===== src/hw/rtl/assert_macros.svh =====
// Assertion macros shared by the keypoint selector RTL.
`ifndef ASSERT_MACROS_SVH
`define ASSERT_MACROS_SVH

// Checked at every rising clock edge outside reset.
`define KPS_ASSERT(label, prop, msg) \
   label: assert property (@(posedge clock) disable iff (reset) prop) else $error(msg);

// Checked at every rising clock edge, reset included.
`define KPS_ASSERT_ALWAYS(label, prop, msg) \
   label: assert property (@(posedge clock) prop) else $error(msg);

`endif


===== src/hw/rtl/kps_pkg.sv =====
// Shared types and constants of the image region keypoint selector.
`timescale 1ns / 1ps
`default_nettype none

package kps_pkg;

   localparam int NUM_SLOTS  = 5;
   localparam int POS_W      = 16;
   localparam int REG_W      = 13;
   localparam int CTR_W      = 12;   // integer bits of a centre coordinate
   localparam int CSR_DATA_W = 32;
   localparam int CSR_ADDR_W = 3;

   localparam logic [REG_W-1:0] WIDTH_RESET  = 13'd640;
   localparam logic [REG_W-1:0] HEIGHT_RESET = 13'd480;

   typedef enum logic [1:0] {
      OP_CLEAR  = 2'd0,
      OP_OFFER  = 2'd1,
      OP_REMOVE = 2'd2
   } kps_op_type;

   typedef enum logic {
      CSR_IDX_WIDTH  = 1'b0,
      CSR_IDX_HEIGHT = 1'b1
   } kps_csr_idx_type;

   typedef logic [2:0] kps_slot_type;

   localparam kps_slot_type SLOT_CENTRE = 3'd0;
   localparam kps_slot_type SLOT_BR     = 3'd1;
   localparam kps_slot_type SLOT_TR     = 3'd2;
   localparam kps_slot_type SLOT_TL     = 3'd3;
   localparam kps_slot_type SLOT_BL     = 3'd4;

   typedef struct packed {
      kps_op_type   op;
      kps_slot_type quad;
   } kps_ctrl_type;

endpackage

`default_nettype wire


===== src/hw/rtl/kps_front.sv =====
// Front stage: registers an item with its Chebyshev distance and box area to the centre and its quadrant.
`timescale 1ns / 1ps
`default_nettype none

module kps_front
   import kps_pkg::*;
#(
   parameter int ID_BITS = 16,
   parameter int FRAC_BITS = 4,
   localparam int CX_W = CTR_W + FRAC_BITS,
   localparam int DIFF_W = (CX_W > POS_W) ? CX_W : POS_W,
   localparam int AREA_W = 2 * DIFF_W
) (
   input  logic                clock,
   input  logic                reset,
   input  logic [CX_W-1:0]     cx_i,
   input  logic [CX_W-1:0]     cy_i,
   input  logic                in_valid_i,
   output logic                in_ready_o,
   input  logic [1:0]          op_i,
   input  logic [ID_BITS-1:0]  id_i,
   input  logic [POS_W-1:0]    x_i,
   input  logic [POS_W-1:0]    y_i,
   output logic                out_valid_o,
   input  logic                out_ready_i,
   output kps_ctrl_type        ctrl_o,
   output logic [ID_BITS-1:0]  id_o,
   output logic [POS_W-1:0]    x_o,
   output logic [POS_W-1:0]    y_o,
   output logic [DIFF_W-1:0]   cheb_o,
   output logic [AREA_W-1:0]   area_o
);

   logic                valid_ff;
   kps_ctrl_type        ctrl_ff;
   kps_ctrl_type        ctrl_in;
   logic [ID_BITS-1:0]  id_ff;
   logic [POS_W-1:0]    x_ff;
   logic [POS_W-1:0]    y_ff;
   logic [DIFF_W-1:0]   cheb_ff;
   logic [DIFF_W-1:0]   cheb_in;
   logic [AREA_W-1:0]   area_ff;
   logic [AREA_W-1:0]   area_in;
   logic [DIFF_W-1:0]   x_ext;
   logic [DIFF_W-1:0]   y_ext;
   logic [DIFF_W-1:0]   cx_ext;
   logic [DIFF_W-1:0]   cy_ext;
   logic [DIFF_W-1:0]   dx;
   logic [DIFF_W-1:0]   dy;
   logic                right;
   logic                bottom;
   logic                load;

   assign x_ext  = DIFF_W'(x_i);
   assign y_ext  = DIFF_W'(y_i);
   assign cx_ext = DIFF_W'(cx_i);
   assign cy_ext = DIFF_W'(cy_i);

   assign right  = (x_ext >= cx_ext);
   assign bottom = (y_ext >= cy_ext);
   assign dx     = right  ? (x_ext - cx_ext) : (cx_ext - x_ext);
   assign dy     = bottom ? (y_ext - cy_ext) : (cy_ext - y_ext);

   assign cheb_in = (dx > dy) ? dx : dy;
   assign area_in = AREA_W'(dx) * AREA_W'(dy);

   always_comb begin
      ctrl_in.op = kps_op_type'(op_i);
      if (right && bottom) begin
         ctrl_in.quad = SLOT_BR;
      end else if (right) begin
         ctrl_in.quad = SLOT_TR;
      end else if (!bottom) begin
         ctrl_in.quad = SLOT_TL;
      end else begin
         ctrl_in.quad = SLOT_BL;
      end
   end

   assign in_ready_o = !valid_ff || out_ready_i;
   assign load       = in_valid_i && in_ready_o;

   always_ff @(posedge clock) begin
      if (reset) begin
         valid_ff <= 1'b0;
      end else if (in_ready_o) begin
         valid_ff <= in_valid_i;
      end
   end

   always_ff @(posedge clock) begin
      if (load) begin
         ctrl_ff <= ctrl_in;
         id_ff   <= id_i;
         x_ff    <= x_i;
         y_ff    <= y_i;
         cheb_ff <= cheb_in;
         area_ff <= area_in;
      end
   end

   assign out_valid_o = valid_ff;
   assign ctrl_o      = ctrl_ff;
   assign id_o        = id_ff;
   assign x_o         = x_ff;
   assign y_o         = y_ff;
   assign cheb_o      = cheb_ff;
   assign area_o      = area_ff;

endmodule

`default_nettype wire


===== config.mk =====
export PLATFORM = sky130hd
export DESIGN_NAME = kps_front
export DESIGN_NICKNAME = d
export VERILOG_FILES = /design/src/hw/rtl/assert_macros.svh /design/src/hw/rtl/kps_pkg.sv /design/src/hw/rtl/kps_front.sv
export SDC_FILE = /design/constraint.sdc
export NUM_CORES = 1
export LEC_CHECK = 0
export BUFFER_PORTS_ARGS = -buffer_cell sky130_fd_sc_hd__buf_2
export CAP_MARGIN = 20
export CORE_ASPECT_RATIO = 1.5
export CORE_MARGIN = 2
export CORE_UTILIZATION = 55
export DETAILED_ROUTE_END_ITERATION = 6
export PLACE_DENSITY = 0.87
export SYNTH_ARGS = -nofsm -noshare
export SYNTH_HDL_FRONTEND = slang
export SYNTH_SLANG_ARGS = --single-unit
export TNS_END_PERCENT = 10

===== constraint.sdc =====
create_clock -name clock -period 9.28 [get_ports clock]
set_input_delay 1.856 -clock clock [delete_from_list [all_inputs] [get_ports clock]]
set_output_delay 1.856 -clock clock [all_outputs]
set_load 0.01 [all_outputs]

# == Word level (Yosys, flattened, before mapping) ==
# Index checks and enable logic that the tools add are counted.
# word_totals
regBits,102
in_bits,86
output_inout_bits,103
elab_cells,27
# classes
add_sub_neg,4
multipliers,1
order_cmp,3
n_mux,5
n_reduce_logical,5
# op_table
op,n
$sub 16x16->16,4
$mux 16,3
$ge 16x16->1,2
$mul 16x16->32,1
$gt 16x16->1,1
$mux 3,1
$logic_and 1x1->1,2
$mux 2,1
$reduce_or 2->1,1
$logic_not 1->1,1
$logic_or 1x1->1,1

# == Longest topological paths before layout ==
# logic_depth
ltp_word,4
depth_mapped,38
ltp_nobuf,35

# == Worst setup path after synthesis ==
# OpenSTA, ideal clock, no wires.
# synth_path
path_type,input to register
startpoint,in y_i[0]
endpoint,"reg area_ff[31], in the netlist area_o[31] (data pin)"
setup_time_ns,0.260
t_arrival_ns,9.685
required_time_ns,9.020
path_slack_ns,-0.665
cell_stages,34
n_path_buf,2
path_cell_list,inv_1 ha_1 fa_1 nand3b_1 a31oi_1 o21ai_1 a221oi_4 buf_2 mux2i_1 xor2_1 buf_2 ha_1 inv_1 fa_1 inv_1 fa_1 inv_1 fa_1 inv_1 fa_1 fa_1 inv_1 fa_1 inv_1 ha_1 and3_1 a41o_1 a21oi_1 a311oi_1 o311ai_0 a31oi_1 o21a_1 nor2_1 xnor2_1
# synth_via
elab_chain_len,3
elab_cells_between_ends,5
# synth_lines
item,line_no,text
"start, declared",kps_front.sv:23,"input logic [POS_W-1:0] y_i,"
$sub 16x16->16 / $ge 16x16->1 (equally long branches),"kps_front.sv:62, kps_front.sv:60",
$mux 16 (*),kps_front.sv:62,assign dy = bottom ? (y_ext - cy_ext) : (cy_ext - y_ext);
$mul 16x16->32 (*),kps_front.sv:65,assign area_in = AREA_W'(dx) * AREA_W'(dy);
via area_in[31],kps_front.sv:43,logic [AREA_W-1:0] area_in;
"end signal, assigned",kps_front.sv:98,area_ff <= area_in;
"end, declared",kps_front.sv:42,logic [AREA_W-1:0] area_ff;
# The timed path passes the listed nets; every way through them passes the cells marked *.
# A chain may end at the register's enable or synchronous reset.

# == Final worst setup path ==
# layout_path
startpoint,in cx_i[0]
endpoint,"reg area_ff[31], in the netlist area_o[31] (data pin)"
# layout_via
elab_chain_len,3
elab_cells_between_ends,5
# layout_lines
item,line_no,text
"start, declared",kps_front.sv:16,"input logic [CX_W-1:0] cx_i,"
$sub 16x16->16 / $ge 16x16->1 (equally long branches),"kps_front.sv:61, kps_front.sv:59",
$mux 16 (*),kps_front.sv:61,assign dx = right ? (x_ext - cx_ext) : (cx_ext - x_ext);
$mul 16x16->32 (*),kps_front.sv:65,
via area_in[31],kps_front.sv:43,
# Marks and branches as above.

==> flow_summary.toml <==
[place]
hpwl_um = 37900
gp_congestion = 1.03
portBuffers = 188
pre_cts_slack_ns = -0.787

[run_status]
status = "complete, but fails checks"
violations = "negative setup slack"

[flow_run]
cap_violations = 0

[clock_network]
clk_latency_ns = 0.41
cts_hold_buf = 0
cts_sinks = 102
cts-root-buf = "clkbuf_16"
htreeDepth = 3
clock_tree.buffer_depth = 2
cts_tree = "yes"
path_clk_slew_ns = 0.08
cts_buffers = 9

[timing]
setup_ws_ns = -0.277
tightest_slew_ns = 0.928
relSlewSlack = 0.382
fin_skew_ns = 0.0184
max_freq_mhz = 105
setup_viol = 11
rsz0062_at_grt = "yes"
finalHoldViolations = 0
maxSlewViolCount = 0
fin_setup_tns_ns = -1.57
finalCriticalPeriod_ns = 9.56
final.period_utilization = 1.03

[detailed_routing]
wirelength_um = 46500
vias = 13475
ant_nets = 0
wl_met3_um = 2110
wl_met1_um = 15200
drc = 0
wl_met2_um = 25500
drt_first_iter_violations = 765
first_pass_iters = 5
highest_layer = "met4"
via_per_inst = 5.52
post_drt_wl_per_cell_um = 19.0

[die]
die_h_um = 207
core_um2 = 27100
die_w_um = 139
start_util = 0.556
io_pins = 189
fp-row-count = 74
die_area_um2 = 28800

[global_route]
grt_max_degree = 73
overflow = 0
grt_use_total = 0.338
antenna_found_initial = 0
grt_pass1_wl_um = 74700
first_global_vias = 15212

[logic_synthesis]
synth_flop_cell = "edfxtp_1"
synth_cell_types = 68
synth_area_um2 = 15100
syn_nets = 2073
ys_ff_latch = 102
synthCells = 1591
synthArstFlopShare = 0
synth_edf_count = 101
avgSynthCellArea_um2 = 9.48
yosysSeqAreaShare = 0.202
yosysWarnings = 0

[final_layout]
synthToLayoutAreaGrowth_pct = 29.7
nNetsFinal = 2578
num_antenna_cells = 0
drive_gt1_frac = 0.305
post-route-util = 0.721

[worst_setup_path]
path_buf_inv = 9
cp_max_fo = 8
criticalPathCategory = "input pin to flip-flop"
arrival_ns = 9.70
cp_top_family = "adder cells"
worstSetupEndpointType = "flip-flop"
startpoint_type = "input pin"
required_ns = 9.42
crit_top_cell = "fa_1"
slowest_stage = "fa_1"
crit_path_max_incr_delay_ns = 0.58

[min_path]
hp-class = "flip-flop to flip-flop"
==> cell usage in the layout, fill, tap and decap left out, types with 8 or more instances in the layout <==
cell type  instances
buf_4            334
inv_1            325
fa_1             192
ha_1             190
buf_2            186
nor2_1           155
nand2_1          149
edfxtp_1         101
a21oi_1           67
a21o_1            32
mux2i_1           30
o21ai_0           29
xnor2_1           29
nand2b_1          20
inv_2             17
xor2_1            16
o21ai_1           10
buf_6             10
a31oi_1            9
o21a_1             9
clkbuf_16          9
nand4_1            8
a211oi_1           8
nor3_1             8
nand3_1            8
==> Yosys cell counts (8+ instances only) <==
library cell  number  area [µm²]
a211oi_1           8        60.1
a21o_1            33         248
a21oi_1           74         370
a31oi_1            9        56.3
and2_1             8        50.1
and3_1             8        50.1
buf_2             23         115
clkbuf_1          11        41.3
edfxtp_1         101        3030
fa_1             198        3960
ha_1             198        2480
inv_1            333        1250
inv_2             11        41.3
mux2i_1           30         300
nand2_1          151         567
nand2b_1          20         125
nand3_1            8        40.0
nand4_1            8        50.1
nor2_1           158         593
nor3_1             9        45.0
o21a_1            10        75.1
o21ai_0           36         180
xnor2_1           32         280
xor2_1            16         140
==> tightest hold or removal path, delay by kind of cell, from the launching register on <==
kind	cells	cell delay (ns)
AO/OA/AOI/OAI	1	0.07
AND/OR/NAND/NOR	1	0.10
flip-flops	1	0.31
==> metrics by stage <==
stage / area (µm²) / instances / hold slack (ns)
CTS: 19500 / 2443 / 0.521
floorplan: 15200 / 1591 / 0.593
global route: 19600 / 2443 / 0.549
global placement: 18800 / 2405 / 0.493
finish: 19600 / 2443 / 0.514
detailed placement: 18800 / 2405 / 0.508
==> layer usage <==
layer | up-vias | track usage
met5 | - | 0
met4 | 0 | 0.243
met3 | 212 | 0.0501
met2 | 553 | 0.656
met1 | 6634 | 0.323
li1 | 6076 | -
==> cells by family (layout without fill, tap and decap cells) <==
family | Yosys count | after routing | share of synthesized area
adders and majority gates | 396 | 396 | 0.427
buffers and inverters | 391 | 901 | 0.102
and+or+nand+nor | 389 | 389 | 0.110
AOI/OAI and AO/OA | 222 | 222 | 0.0963
DFF | 102 | 102 | 0.202
xor gates and xnor gates | 57 | 57 | 0.0391
muxes | 34 | 34 | 0.0231
==> registers in the layout, indices dropped and copies added (netlist names) <==
register,count
area_o,32
cheb_o,16
id_o,16
x_o,16
y_o,16
ctrl_o,5
out_valid_o,1
==> final timing paths <==
check / startpoint / to / slack [ns] / depth (start not counted)
hold reg to reg: out_valid_o / out_valid_o / 0.51 / 2
setup / recovery: cx_i[0] / area_o[31] / -0.28 / 36
hold / removal: out_valid_o / out_valid_o / 0.51 / 2
setup reg to reg: out_valid_o / area_o[15] / 7.15 / 3
==> layout make-up <==
cell class                 count  area [µm²]
clock buffer                   9         225
sequential                   102        3050
timing repair buffer         537        3690
tap                          342         428
inverter                     348        1320
fill                        1964        7560
multi-input combinational   1098       10800
clock inverter                 7        83.8
==> repair_timing <==
item,4_1_cts,5_1_grt
pin swaps,41,2
resized for setup,53,12
buffers inserted,21,0
endpoints found under the setup margin,12,18
cloned,1,0
Power is left out: the tool's default activity adds up to more than one toggle a clock period on the data nets, which glitch-free logic cannot reach.
