$ cat src/hw/rtl/assert_macros.svh
// Assertion macros shared by the keypoint selector RTL.
`ifndef ASSERT_MACROS_SVH
`define ASSERT_MACROS_SVH

// Checked at every rising clock edge outside reset.
`define KPS_ASSERT(label, prop, msg) \
   label: assert property (@(posedge clock) disable iff (reset) prop) else $error(msg);

// Checked at every rising clock edge, reset included.
`define KPS_ASSERT_ALWAYS(label, prop, msg) \
   label: assert property (@(posedge clock) prop) else $error(msg);

`endif

$ cat src/hw/rtl/kps_pkg.sv
// Shared types and constants of the image region keypoint selector.
`timescale 1ns / 1ps
`default_nettype none

package kps_pkg;

   localparam int NUM_SLOTS  = 5;
   localparam int POS_W      = 16;
   localparam int REG_W      = 13;
   localparam int CTR_W      = 12;   // integer bits of a centre coordinate
   localparam int CSR_DATA_W = 32;
   localparam int CSR_ADDR_W = 3;

   localparam logic [REG_W-1:0] WIDTH_RESET  = 13'd640;
   localparam logic [REG_W-1:0] HEIGHT_RESET = 13'd480;

   typedef enum logic [1:0] {
      OP_CLEAR  = 2'd0,
      OP_OFFER  = 2'd1,
      OP_REMOVE = 2'd2
   } kps_op_type;

   typedef enum logic {
      CSR_IDX_WIDTH  = 1'b0,
      CSR_IDX_HEIGHT = 1'b1
   } kps_csr_idx_type;

   typedef logic [2:0] kps_slot_type;

   localparam kps_slot_type SLOT_CENTRE = 3'd0;
   localparam kps_slot_type SLOT_BR     = 3'd1;
   localparam kps_slot_type SLOT_TR     = 3'd2;
   localparam kps_slot_type SLOT_TL     = 3'd3;
   localparam kps_slot_type SLOT_BL     = 3'd4;

   typedef struct packed {
      kps_op_type   op;
      kps_slot_type quad;
   } kps_ctrl_type;

endpackage

`default_nettype wire

$ cat src/hw/rtl/kps_cell.sv
// One slot cell: holds one keypoint slot and passes each item on to the next cell.
`timescale 1ns / 1ps
`default_nettype none
`include "assert_macros.svh"

module kps_cell
   import kps_pkg::*;
#(
   parameter int ID_BITS = 16,
   parameter int FRAC_BITS = 4,
   parameter int SLOT = 0,
   localparam int CX_W = CTR_W + FRAC_BITS,
   localparam int DIFF_W = (CX_W > POS_W) ? CX_W : POS_W,
   localparam int AREA_W = 2 * DIFF_W
) (
   input  logic                               clock,
   input  logic                               reset,
   input  logic [CX_W-1:0]                    cx_i,
   input  logic [CX_W-1:0]                    cy_i,
   input  logic                               in_valid_i,
   output logic                               in_ready_o,
   input  kps_ctrl_type                       ctrl_i,
   input  logic [ID_BITS-1:0]                 id_i,
   input  logic [POS_W-1:0]                   x_i,
   input  logic [POS_W-1:0]                   y_i,
   input  logic [DIFF_W-1:0]                  cheb_i,
   input  logic [AREA_W-1:0]                  area_i,
   input  logic [NUM_SLOTS-1:0]               mask_i,
   input  logic [NUM_SLOTS-1:0][ID_BITS-1:0]  ids_i,
   output logic                               out_valid_o,
   input  logic                               out_ready_i,
   output kps_ctrl_type                       ctrl_o,
   output logic [ID_BITS-1:0]                 id_o,
   output logic [POS_W-1:0]                   x_o,
   output logic [POS_W-1:0]                   y_o,
   output logic [DIFF_W-1:0]                  cheb_o,
   output logic [AREA_W-1:0]                  area_o,
   output logic [NUM_SLOTS-1:0]               mask_o,
   output logic [NUM_SLOTS-1:0][ID_BITS-1:0]  ids_o
);

   // slot state
   logic                               slot_valid_ff;
   logic                               slot_valid_in;
   logic [ID_BITS-1:0]                 slot_id_ff;
   logic [POS_W-1:0]                   slot_x_ff;
   logic [POS_W-1:0]                   slot_y_ff;
   logic [AREA_W-1:0]                  slot_metric_ff;
   logic [AREA_W-1:0]                  slot_metric_in;

   // item stage
   logic                               out_valid_ff;
   kps_ctrl_type                       ctrl_ff;
   logic [ID_BITS-1:0]                 id_ff;
   logic [POS_W-1:0]                   x_ff;
   logic [POS_W-1:0]                   y_ff;
   logic [DIFF_W-1:0]                  cheb_ff;
   logic [AREA_W-1:0]                  area_ff;
   logic [NUM_SLOTS-1:0]               mask_ff;
   logic [NUM_SLOTS-1:0]               mask_in;
   logic [NUM_SLOTS-1:0][ID_BITS-1:0]  ids_ff;
   logic [NUM_SLOTS-1:0][ID_BITS-1:0]  ids_in;

   logic [DIFF_W-1:0]                  sx_ext;
   logic [DIFF_W-1:0]                  sy_ext;
   logic [DIFF_W-1:0]                  cx_ext;
   logic [DIFF_W-1:0]                  cy_ext;
   logic [DIFF_W-1:0]                  sdx;
   logic [DIFF_W-1:0]                  sdy;
   logic [AREA_W-1:0]                  stored_metric;
   logic [AREA_W-1:0]                  cand_metric;
   logic                               better;
   logic                               eligible;
   logic                               take;
   logic                               load;

   assign in_ready_o = !out_valid_ff || out_ready_i;
   assign load       = in_valid_i && in_ready_o;

   // Metric of the held keypoint, recomputed every cycle so that a new centre
   // takes effect without touching the slot.
   assign sx_ext = DIFF_W'(slot_x_ff);
   assign sy_ext = DIFF_W'(slot_y_ff);
   assign cx_ext = DIFF_W'(cx_i);
   assign cy_ext = DIFF_W'(cy_i);
   assign sdx    = (sx_ext >= cx_ext) ? (sx_ext - cx_ext) : (cx_ext - sx_ext);
   assign sdy    = (sy_ext >= cy_ext) ? (sy_ext - cy_ext) : (cy_ext - sy_ext);

   assign stored_metric = (SLOT == SLOT_CENTRE) ? AREA_W'((sdx > sdy) ? sdx : sdy)
                                                : AREA_W'(sdx) * AREA_W'(sdy);
   assign cand_metric   = (SLOT == SLOT_CENTRE) ? AREA_W'(cheb_i) : area_i;

   // Centre slot keeps the closest point, quadrant slots the largest box.
   assign better   = (SLOT == SLOT_CENTRE) ? (cand_metric < slot_metric_ff)
                                           : (cand_metric > slot_metric_ff);
   assign eligible = (SLOT == SLOT_CENTRE) || (ctrl_i.quad == kps_slot_type'(SLOT));

   always_comb begin
      take          = 1'b0;
      slot_valid_in = slot_valid_ff;
      case (ctrl_i.op)
         OP_CLEAR: begin
            slot_valid_in = 1'b0;
         end
         OP_OFFER: begin
            if (eligible && (!slot_valid_ff || better)) begin
               take          = 1'b1;
               slot_valid_in = 1'b1;
            end
         end
         OP_REMOVE: begin
            if (slot_valid_ff && (slot_id_ff == id_i)) begin
               slot_valid_in = 1'b0;
            end
         end
         default: begin
         end
      endcase
   end

   assign slot_metric_in = (load && take) ? cand_metric : stored_metric;

   // Report this slot's state after the item; an empty slot reads zero.
   always_comb begin
      mask_in       = mask_i;
      ids_in        = ids_i;
      mask_in[SLOT] = slot_valid_in;
      if (!slot_valid_in) begin
         ids_in[SLOT] = '0;
      end else if (take) begin
         ids_in[SLOT] = id_i;
      end else begin
         ids_in[SLOT] = slot_id_ff;
      end
   end

   always_ff @(posedge clock) begin
      if (reset) begin
         slot_valid_ff <= 1'b0;
         out_valid_ff  <= 1'b0;
      end else begin
         if (load) begin
            slot_valid_ff <= slot_valid_in;
         end
         if (in_ready_o) begin
            out_valid_ff <= in_valid_i;
         end
      end
   end

   always_ff @(posedge clock) begin
      slot_metric_ff <= slot_metric_in;
      if (load && take) begin
         slot_id_ff <= id_i;
         slot_x_ff  <= x_i;
         slot_y_ff  <= y_i;
      end
      if (load) begin
         ctrl_ff <= ctrl_i;
         id_ff   <= id_i;
         x_ff    <= x_i;
         y_ff    <= y_i;
         cheb_ff <= cheb_i;
         area_ff <= area_i;
         mask_ff <= mask_in;
         ids_ff  <= ids_in;
      end
   end

   assign out_valid_o = out_valid_ff;
   assign ctrl_o      = ctrl_ff;
   assign id_o        = id_ff;
   assign x_o         = x_ff;
   assign y_o         = y_ff;
   assign cheb_o      = cheb_ff;
   assign area_o      = area_ff;
   assign mask_o      = mask_ff;
   assign ids_o       = ids_ff;

   `KPS_ASSERT(a_clear_empties, load && (ctrl_i.op == OP_CLEAR) |=> !slot_valid_ff, "slot survived a clear")
   `KPS_ASSERT(a_remove_empties, load && (ctrl_i.op == OP_REMOVE) && slot_valid_ff && (slot_id_ff == id_i) |=> !slot_valid_ff, "slot kept a removed id")
   `KPS_ASSERT(a_mask_tracks_slot, load |=> (mask_ff[SLOT] == slot_valid_ff), "reported mask bit differs from slot state")
   `KPS_ASSERT(a_fill_by_offer, $rose(slot_valid_ff) |-> $past(load && (ctrl_i.op == OP_OFFER)), "slot filled without an offer")

endmodule

`default_nettype wire

$ cat config.mk
export PLATFORM = sky130hd
export DESIGN_NAME = kps_cell
export DESIGN_NICKNAME = d
export VERILOG_FILES = /design/src/hw/rtl/kps_pkg.sv /design/src/hw/rtl/kps_cell.sv
export VERILOG_INCLUDE_DIRS = /design/src /design/src/hw/rtl
export SDC_FILE = /design/constraint.sdc
export NUM_CORES = 1
export LEC_CHECK = 0
export BUFFER_PORTS_ARGS = -buffer_cell sky130_fd_sc_hd__clkbuf_2
export CELL_PAD_IN_SITES_DETAIL_PLACEMENT = 1
export CELL_PAD_IN_SITES_GLOBAL_PLACEMENT = 1
export CORE_UTILIZATION = 40
export DETAILED_ROUTE_END_ITERATION = 16
export MAX_ROUTING_LAYER = met4
export PLACE_DENSITY = 0.9
export REMOVE_ABC_BUFFERS = 1
export SLEW_MARGIN = 20
export SYNTH_ARGS = -nofsm -noshare
export SYNTH_HDL_FRONTEND = slang
export SYNTH_SLANG_ARGS = --single-unit
$ cat constraint.sdc
create_clock -name clock -period 7 [get_ports clock]
set_clock_uncertainty 0.15 [all_clocks]
set_input_delay 0.35 -clock clock [delete_from_list [all_inputs] [get_ports clock]]
set_output_delay 0.35 -clock clock [all_outputs]
set_load 0.05 [all_outputs]
==> Word-level counts from Yosys, hierarchy flattened <==
Cells that the tools add are included.
{ "op_classes": {"n_addsub": 4, "n_lt_le_gt_ge": 4, "eq_ne": 3, "n_mux": 10, "reduce_logical": 8} }
{ "ops": {"columns": ["operator", "n"], "rows": [
  ["two-way mux 16 bit", 5],
  ["subtractor 16 bit", 4],
  ["greater-or-equal comparator 16 bit", 2],
  ["< comparator 16 x 32 -> 1 bit", 1],
  ["equality test 16 bit", 1],
  ["greater-than comparator 16 bit", 1],
  ["two-way mux 1 bit", 4],
  ["logical AND 1 bit", 3],
  ["case mux 1 bit (3 select lines)", 1],
  ["equality test 2 x 1 -> 1 bit, second input constant", 1],
  ["equality test 2 bit, second input constant", 1],
  ["zero test 1 bit", 2],
  ["zero test 2 bit", 1],
  ["logical OR 1 bit", 2]
]} }
{ "word_totals": {"register_bits": 268, "inputBits": 222, "out_inout_bits": 188, "word_cells": 49} }

==> Longest topological paths before layout <==
{ "logic_depth": {"ltp_word": 6, "depth_mapped": 24, "mapped_depth_nobuf": 22} }

==> Worst setup path after synthesis <==
Ideal clock, no wire load.
{ "synth_timing": {"path_type": "reg2reg", "startpoint": "register out_valid_ff, in the netlist out_valid_o", "endpoint": "register slot_metric_ff[3]", "setup_time_ns": 0.117, "arrival_time_ns": 6.448, "required_time_ns": 6.733, "setup_slack_ns": 0.285, "path_stages_with_launch": 9, "path_buffers": 1, "synth_period_minus_slack_ns": 6.715, "path_cell_list": "dfxtp_1 > nand2b_1 > nand2_1 > inv_1 > nand2_1 > inv_2 > buf_2 > a21oi_1 > a22o_1"} }
{ "synth_via": {"elab_chain_len": 5} }
{ "synth_rtl": {"columns": ["element", "line_no", "text"], "rows": [
  ["from (decl)", "kps_cell.sv:52", "logic out_valid_ff;"],
  ["from (signal assigned)", "kps_cell.sv:146", "out_valid_ff <= in_valid_i;"],
  ["zero test 1 bit", "kps_cell.sv:77", "assign in_ready_o = !out_valid_ff || out_ready_i;"],
  ["logical OR 1 bit", "kps_cell.sv:77", null],
  ["net in_ready_o", "kps_cell.sv:21", "output logic in_ready_o,"],
  ["logical AND 1 bit", "kps_cell.sv:78", "assign load = in_valid_i && in_ready_o;"],
  ["net load", "kps_cell.sv:75", "logic load;"],
  ["logical AND 1 bit", "kps_cell.sv:121", "assign slot_metric_in = (load && take) ? cand_metric : stored_metric;"],
  ["two-way mux 16 bit", "kps_cell.sv:121", null],
  ["net slot_metric_in[3]", "kps_cell.sv:49", "logic [AREA_W-1:0] slot_metric_in;"],
  ["to (signal assigned)", "kps_cell.sv:152", "slot_metric_ff <= slot_metric_in;"],
  ["to (decl)", "kps_cell.sv:48", "logic [AREA_W-1:0] slot_metric_ff;"]
]} }
The timed path passes the listed nets, and every way through them passes these cells.
A chain may end at the register's enable or synchronous reset.

==> Final worst setup path <==
{ "layout_timing": {"startpoint": "register slot_y_ff[0]", "endpoint": "register slot_metric_ff[14]"} }
{ "layout_via": {"elab_chain_len": 5, "word_cells_on_any_way": 7, "classes_between": "2 x add/sub; 2 x order compare; 3 x mux"} }
{ "layout_rtl": {"columns": ["element", "line_no", "text"], "rows": [
  ["from (decl)", "kps_cell.sv:47", "logic [POS_W-1:0] slot_y_ff;"],
  ["from (signal assigned)", "kps_cell.sv:156", "slot_y_ff <= y_i;"],
  ["subtractor 16 bit / greater-or-equal comparator 16 bit (equally long branches)", "kps_cell.sv:87", "assign sdy = (sy_ext >= cy_ext) ? (sy_ext - cy_ext) : (cy_ext - sy_ext);"],
  ["two-way mux 16 bit (*)", "kps_cell.sv:87", null],
  ["greater-than comparator 16 bit", "kps_cell.sv:89", "assign stored_metric = (SLOT == SLOT_CENTRE) ? AREA_W'((sdx > sdy) ? sdx : sdy)"],
  ["two-way mux 16 bit (*)", "kps_cell.sv:89", null],
  ["two-way mux 16 bit (*)", "kps_cell.sv:121", null],
  ["net slot_metric_in[14]", "kps_cell.sv:49", null]
]} }
The timed path passes the listed nets; every way through them passes the cells marked *.

==> qor.yml <==
run_status:
  outcome: "finished clean"
power:
  internal_power_mw: 2.93
  clkPwrFrac_pct: 31.9
  seqPwrFrac_pct: 42.4
  ir_drop_v: 0.000187
  leakage_nw: 7.51
  combPwrFrac_pct: 25.7
  p_sw_share_pct: 32.5
  pwr_density_cell_mw_per_mm2: 256
  power.switching_mw: 1.41
critical_path:
  path_buf_inv: 3
  critPathKind: "flop to flop"
  cp_max_fo: 19
  cpLargestDelayFamily: "compound AO/OA/AOI/OAI gates"
  worst_r2r_path_depth: 22
  max_stage_delay_ns: 0.43
  setup.worst_path.start_class: "flop"
  cp-end-kind: "flop"
  r2r_start: "slot_y_ff[0]"
  crit_required_ns: 7.26
  worst-path-stages: 22
  critical_path.cell_chain: "inv_1 > ha_1 > inv_1 > fa_1 > a211oi_1 > o2111ai_2 > a31oi_4 > nand2_4 > mux2_4 > o21bai_2 > a21oi_1 > or2_2 > ha_1 > nand2_1 > nor3_1 > nand4_1 > a21oi_1 > a211oi_1 > a21oi_1 > inv_1 > nor4b_1 > a211oi_1"
  cp.arrival_ns: 5.74
  timing.rr.end: "slot_metric_ff[14]"
  critPathSlowestCell: "a21oi_1"
  crit_start: "slot_y_ff[0]"
  r2r_setup_slack_ns: 1.53
placed_design:
  portBuffers: 392
  dp.final_hpwl_mm: 27.0
  routabilityCongestion: 0.854
  dpl_worst_slack_ns: 1.58
  dp_cells: 1682
timing:
  grt_setup_unrepaired: "false"
  worst_slew_pin_slew_ns: 0.953
  timing.final.ws_setup_ns: 1.53
  whs_ns: 0.276
  slew_headroom_pct: 36.5
  hold_viol: 0
  setup-violations-final: 0
  fmax_mhz: 183
  maxSlewViolCount: 0
  finalCritPeriodShare_pct: 78.2
  period_minus_slack_ns: 5.47
synthesis:
  synthTopCellsByArea: "edfxtp_1 58%, ha_1 9.7%, inv_1 3.1%, dfxtp_1 3.0%, a21oi_1 2.9%"
  synth_top_family_by_area: "compound AO/OA/AOI/OAI gates"
  synth_top_cells_by_count: "234 x edfxtp_1, 100 x inv_1, 93 x ha_1"
  avgSynthCellArea_um2: 13.1
  yosys_warnings: 0
  synth_area_mm2: 0.0120
  synth.mux.area_fraction_pct: 3.15
  synth_cell_types: 72
  synth_compound_area_share_pct: 11.1
  synthXorXnorAreaFrac_pct: 3.19
  async_flop_share_pct: 0
  seq_area_frac_synth_pct: 61.4
  synth-simple-area-share_pct: 6.58
  synth_edf_count: 234
  ys.flop_type: "edfxtp_1"
  yosysTopAreaCellShare_pct: 58.4
  synth.most_common_cell: "edfxtp_1"
  synth_fa_ha_area_share_pct: 10.3
  ys_ff_latch: 252
  synth_top_cell_by_area: "edfxtp_1"
  syn_inst: 918
die:
  core_mm2: 0.0296
  initial_core_util_pct: 40.6
  die_w_um: 175
  die_h_um: 175
  fp.dieArea_mm2: 0.0308
  io_pins: 410
  rows: 63
min_path:
  hold_path.class: "input pin to flop"
  whs_path_depth: 4
  holdPathEnd: "slot_valid_ff"
  hp-start: "in_valid_i"
finish:
  synthToLayoutAreaGrowth_pct: 40.9
  drive_gt1_share_pct: 30.9
  fin_nets: 1811
  fin_cells: 1908
grt:
  grt_max_degree: 119
  grt_remaining_overflow: 0
  grt_use_total_pct: 28.6
  grt_antenna_before_repair: 5
  grt_pass1_vias: 10800
  grt_pass1_wl_mm: 64.0
route:
  wl_mm: 43.5
  detail_route.iter0.violations: 590
  routedWlPerCell_um: 22.8
  vias: 9839
  avgViaCountPerCell: 5.16
  dr.pass1.iters: 5
  postRouteAntennaNets: 0
  route.detailed.drc: 0
clocking:
  cts_buffers: 27
  cts_tree: "built"
  cts_max_level: 1
  insertion_delay_ns: 0.55
  clock_sinks: 252
  ctsLongestPathBuffers: 3
  cts-root-buf: "clkbuf_16"
  clkTransAtPathRegs_ns: 0.07
job:
  maxCapViolCount: 0
## through the flow
stage	TNS [ns]	util, %	total power, mW	area (um^2)
after floorplan	-60.18	-	2.57	11900
after global placement	0	48.6	2.82	14400
after detailed placement	0	48.6	2.87	14400
after CTS	0	57.2	4.31	16900
after global routing	0	57.2	4.51	17000
final	0	57.2	4.34	17000
## power by group through the flow
stage               registers [mW]  logic [mW]  clock network [mW]
global route                  1.85        1.21                1.45
CTS                           1.83        1.10                1.38
finish                        1.84        1.12                1.39
detailed placement            1.86        1.01                   0
floorplan                     2.09       0.478                   0
global placement              1.85       0.967                   0
## cell type report
| type | instances | area (um^2) |
|---|---|---|
| Multi-Input combinational cell | 541 | 4140 |
| Clock buffer | 33 | 728 |
| Antenna cell | 5 | 12.5 |
| Fill cell | 3177 | 12700 |
| Timing Repair Buffer | 568 | 3710 |
| Tap cell | 390 | 488 |
| Inverter | 102 | 390 |
| Sequential cell | 252 | 7390 |
| Clock inverter | 17 | 103 |
## per-layer routing
layer / track usage [%] / vias up / routed length (um)
li1: - / 4499 / -
met2: 50.2 / 384 / 22500
met5: - / - / 0
met1: 32.0 / 4848 / 16700
met4: 12.1 / 0 / 1850
met3: 5.22 / 108 / 2440
## sequential cells by signal, indices dropped and copies added, names as in the netlist
register        count
area_o             32
cheb_o             16
ctrl_o              5
id_o               16
ids_o              80
mask_o              5
out_valid_o         1
slot_id_ff         16
slot_metric_ff     16
slot_valid_ff       1
slot_x_ff          16
slot_y_ff          16
x_o                16
y_o                16
## how the worst max path moves through the flow
stage          slack (ns)                 end
3_5_place_dp         1.58  slot_metric_ff[14]
4_1_cts              1.52  slot_metric_ff[14]
5_1_grt              1.09  slot_metric_ff[14]
3_3_place_gp         1.70  slot_metric_ff[14]
2_1_floorplan       -1.22  slot_metric_ff[15]
6_report             1.53  slot_metric_ff[14]
## timing repair
| item | CTS | global route |
|---|---|---|
| setup buffers | 0 | 0 |
| hold endpoints to repair | 231 | 0 |
| endpoints found under the setup margin | 0 | 0 |
| hold buffers | 171 | 0 |
| gates resized for setup | 0 | 0 |
## kinds of logic after synthesis
| group | Yosys count |
|---|---|
| flops | 252 |
| compound gates | 198 |
| simple gates | 167 |
| buf+inv | 125 |
| fa+ha+maj | 97 |
| xor+xnor | 43 |
| mux | 36 |
## worst register-to-register path, cell delays in order, from the launching register on
cell	delay, ns
edfxtp_1	0.39
inv_1	0.07
ha_1	0.16
inv_1	0.06
fa_1	0.42
a211oi_1	0.32
o2111ai_2	0.17
a31oi_4	0.27
nand2_4	0.22
mux2_4	0.38
o21bai_2	0.13
a21oi_1	0.09
or2_2	0.32
ha_1	0.31
nand2_1	0.07
nor3_1	0.26
nand4_1	0.16
a21oi_1	0.17
a211oi_1	0.07
a21oi_1	0.43
inv_1	0.29
nor4b_1	0.35
a211oi_1	0.09
## placed cells by master (no fill, tap or decap), types with 12 or more instances in the layout
master,count
clkbuf_2,392
edfxtp_1,234
dlygate4sd3_1,171
inv_1,99
ha_1,93
a21oi_1,70
nor2_1,64
xnor2_1,35
nand2_1,31
mux2i_1,30
clkbuf_16,27
o21ai_0,23
a21o_1,20
dfxtp_1,18
nand3_1,16
nand4_1,14
nand2b_1,14
a211oi_1,12
No activity file was read; power rests on OpenSTA's default activity.
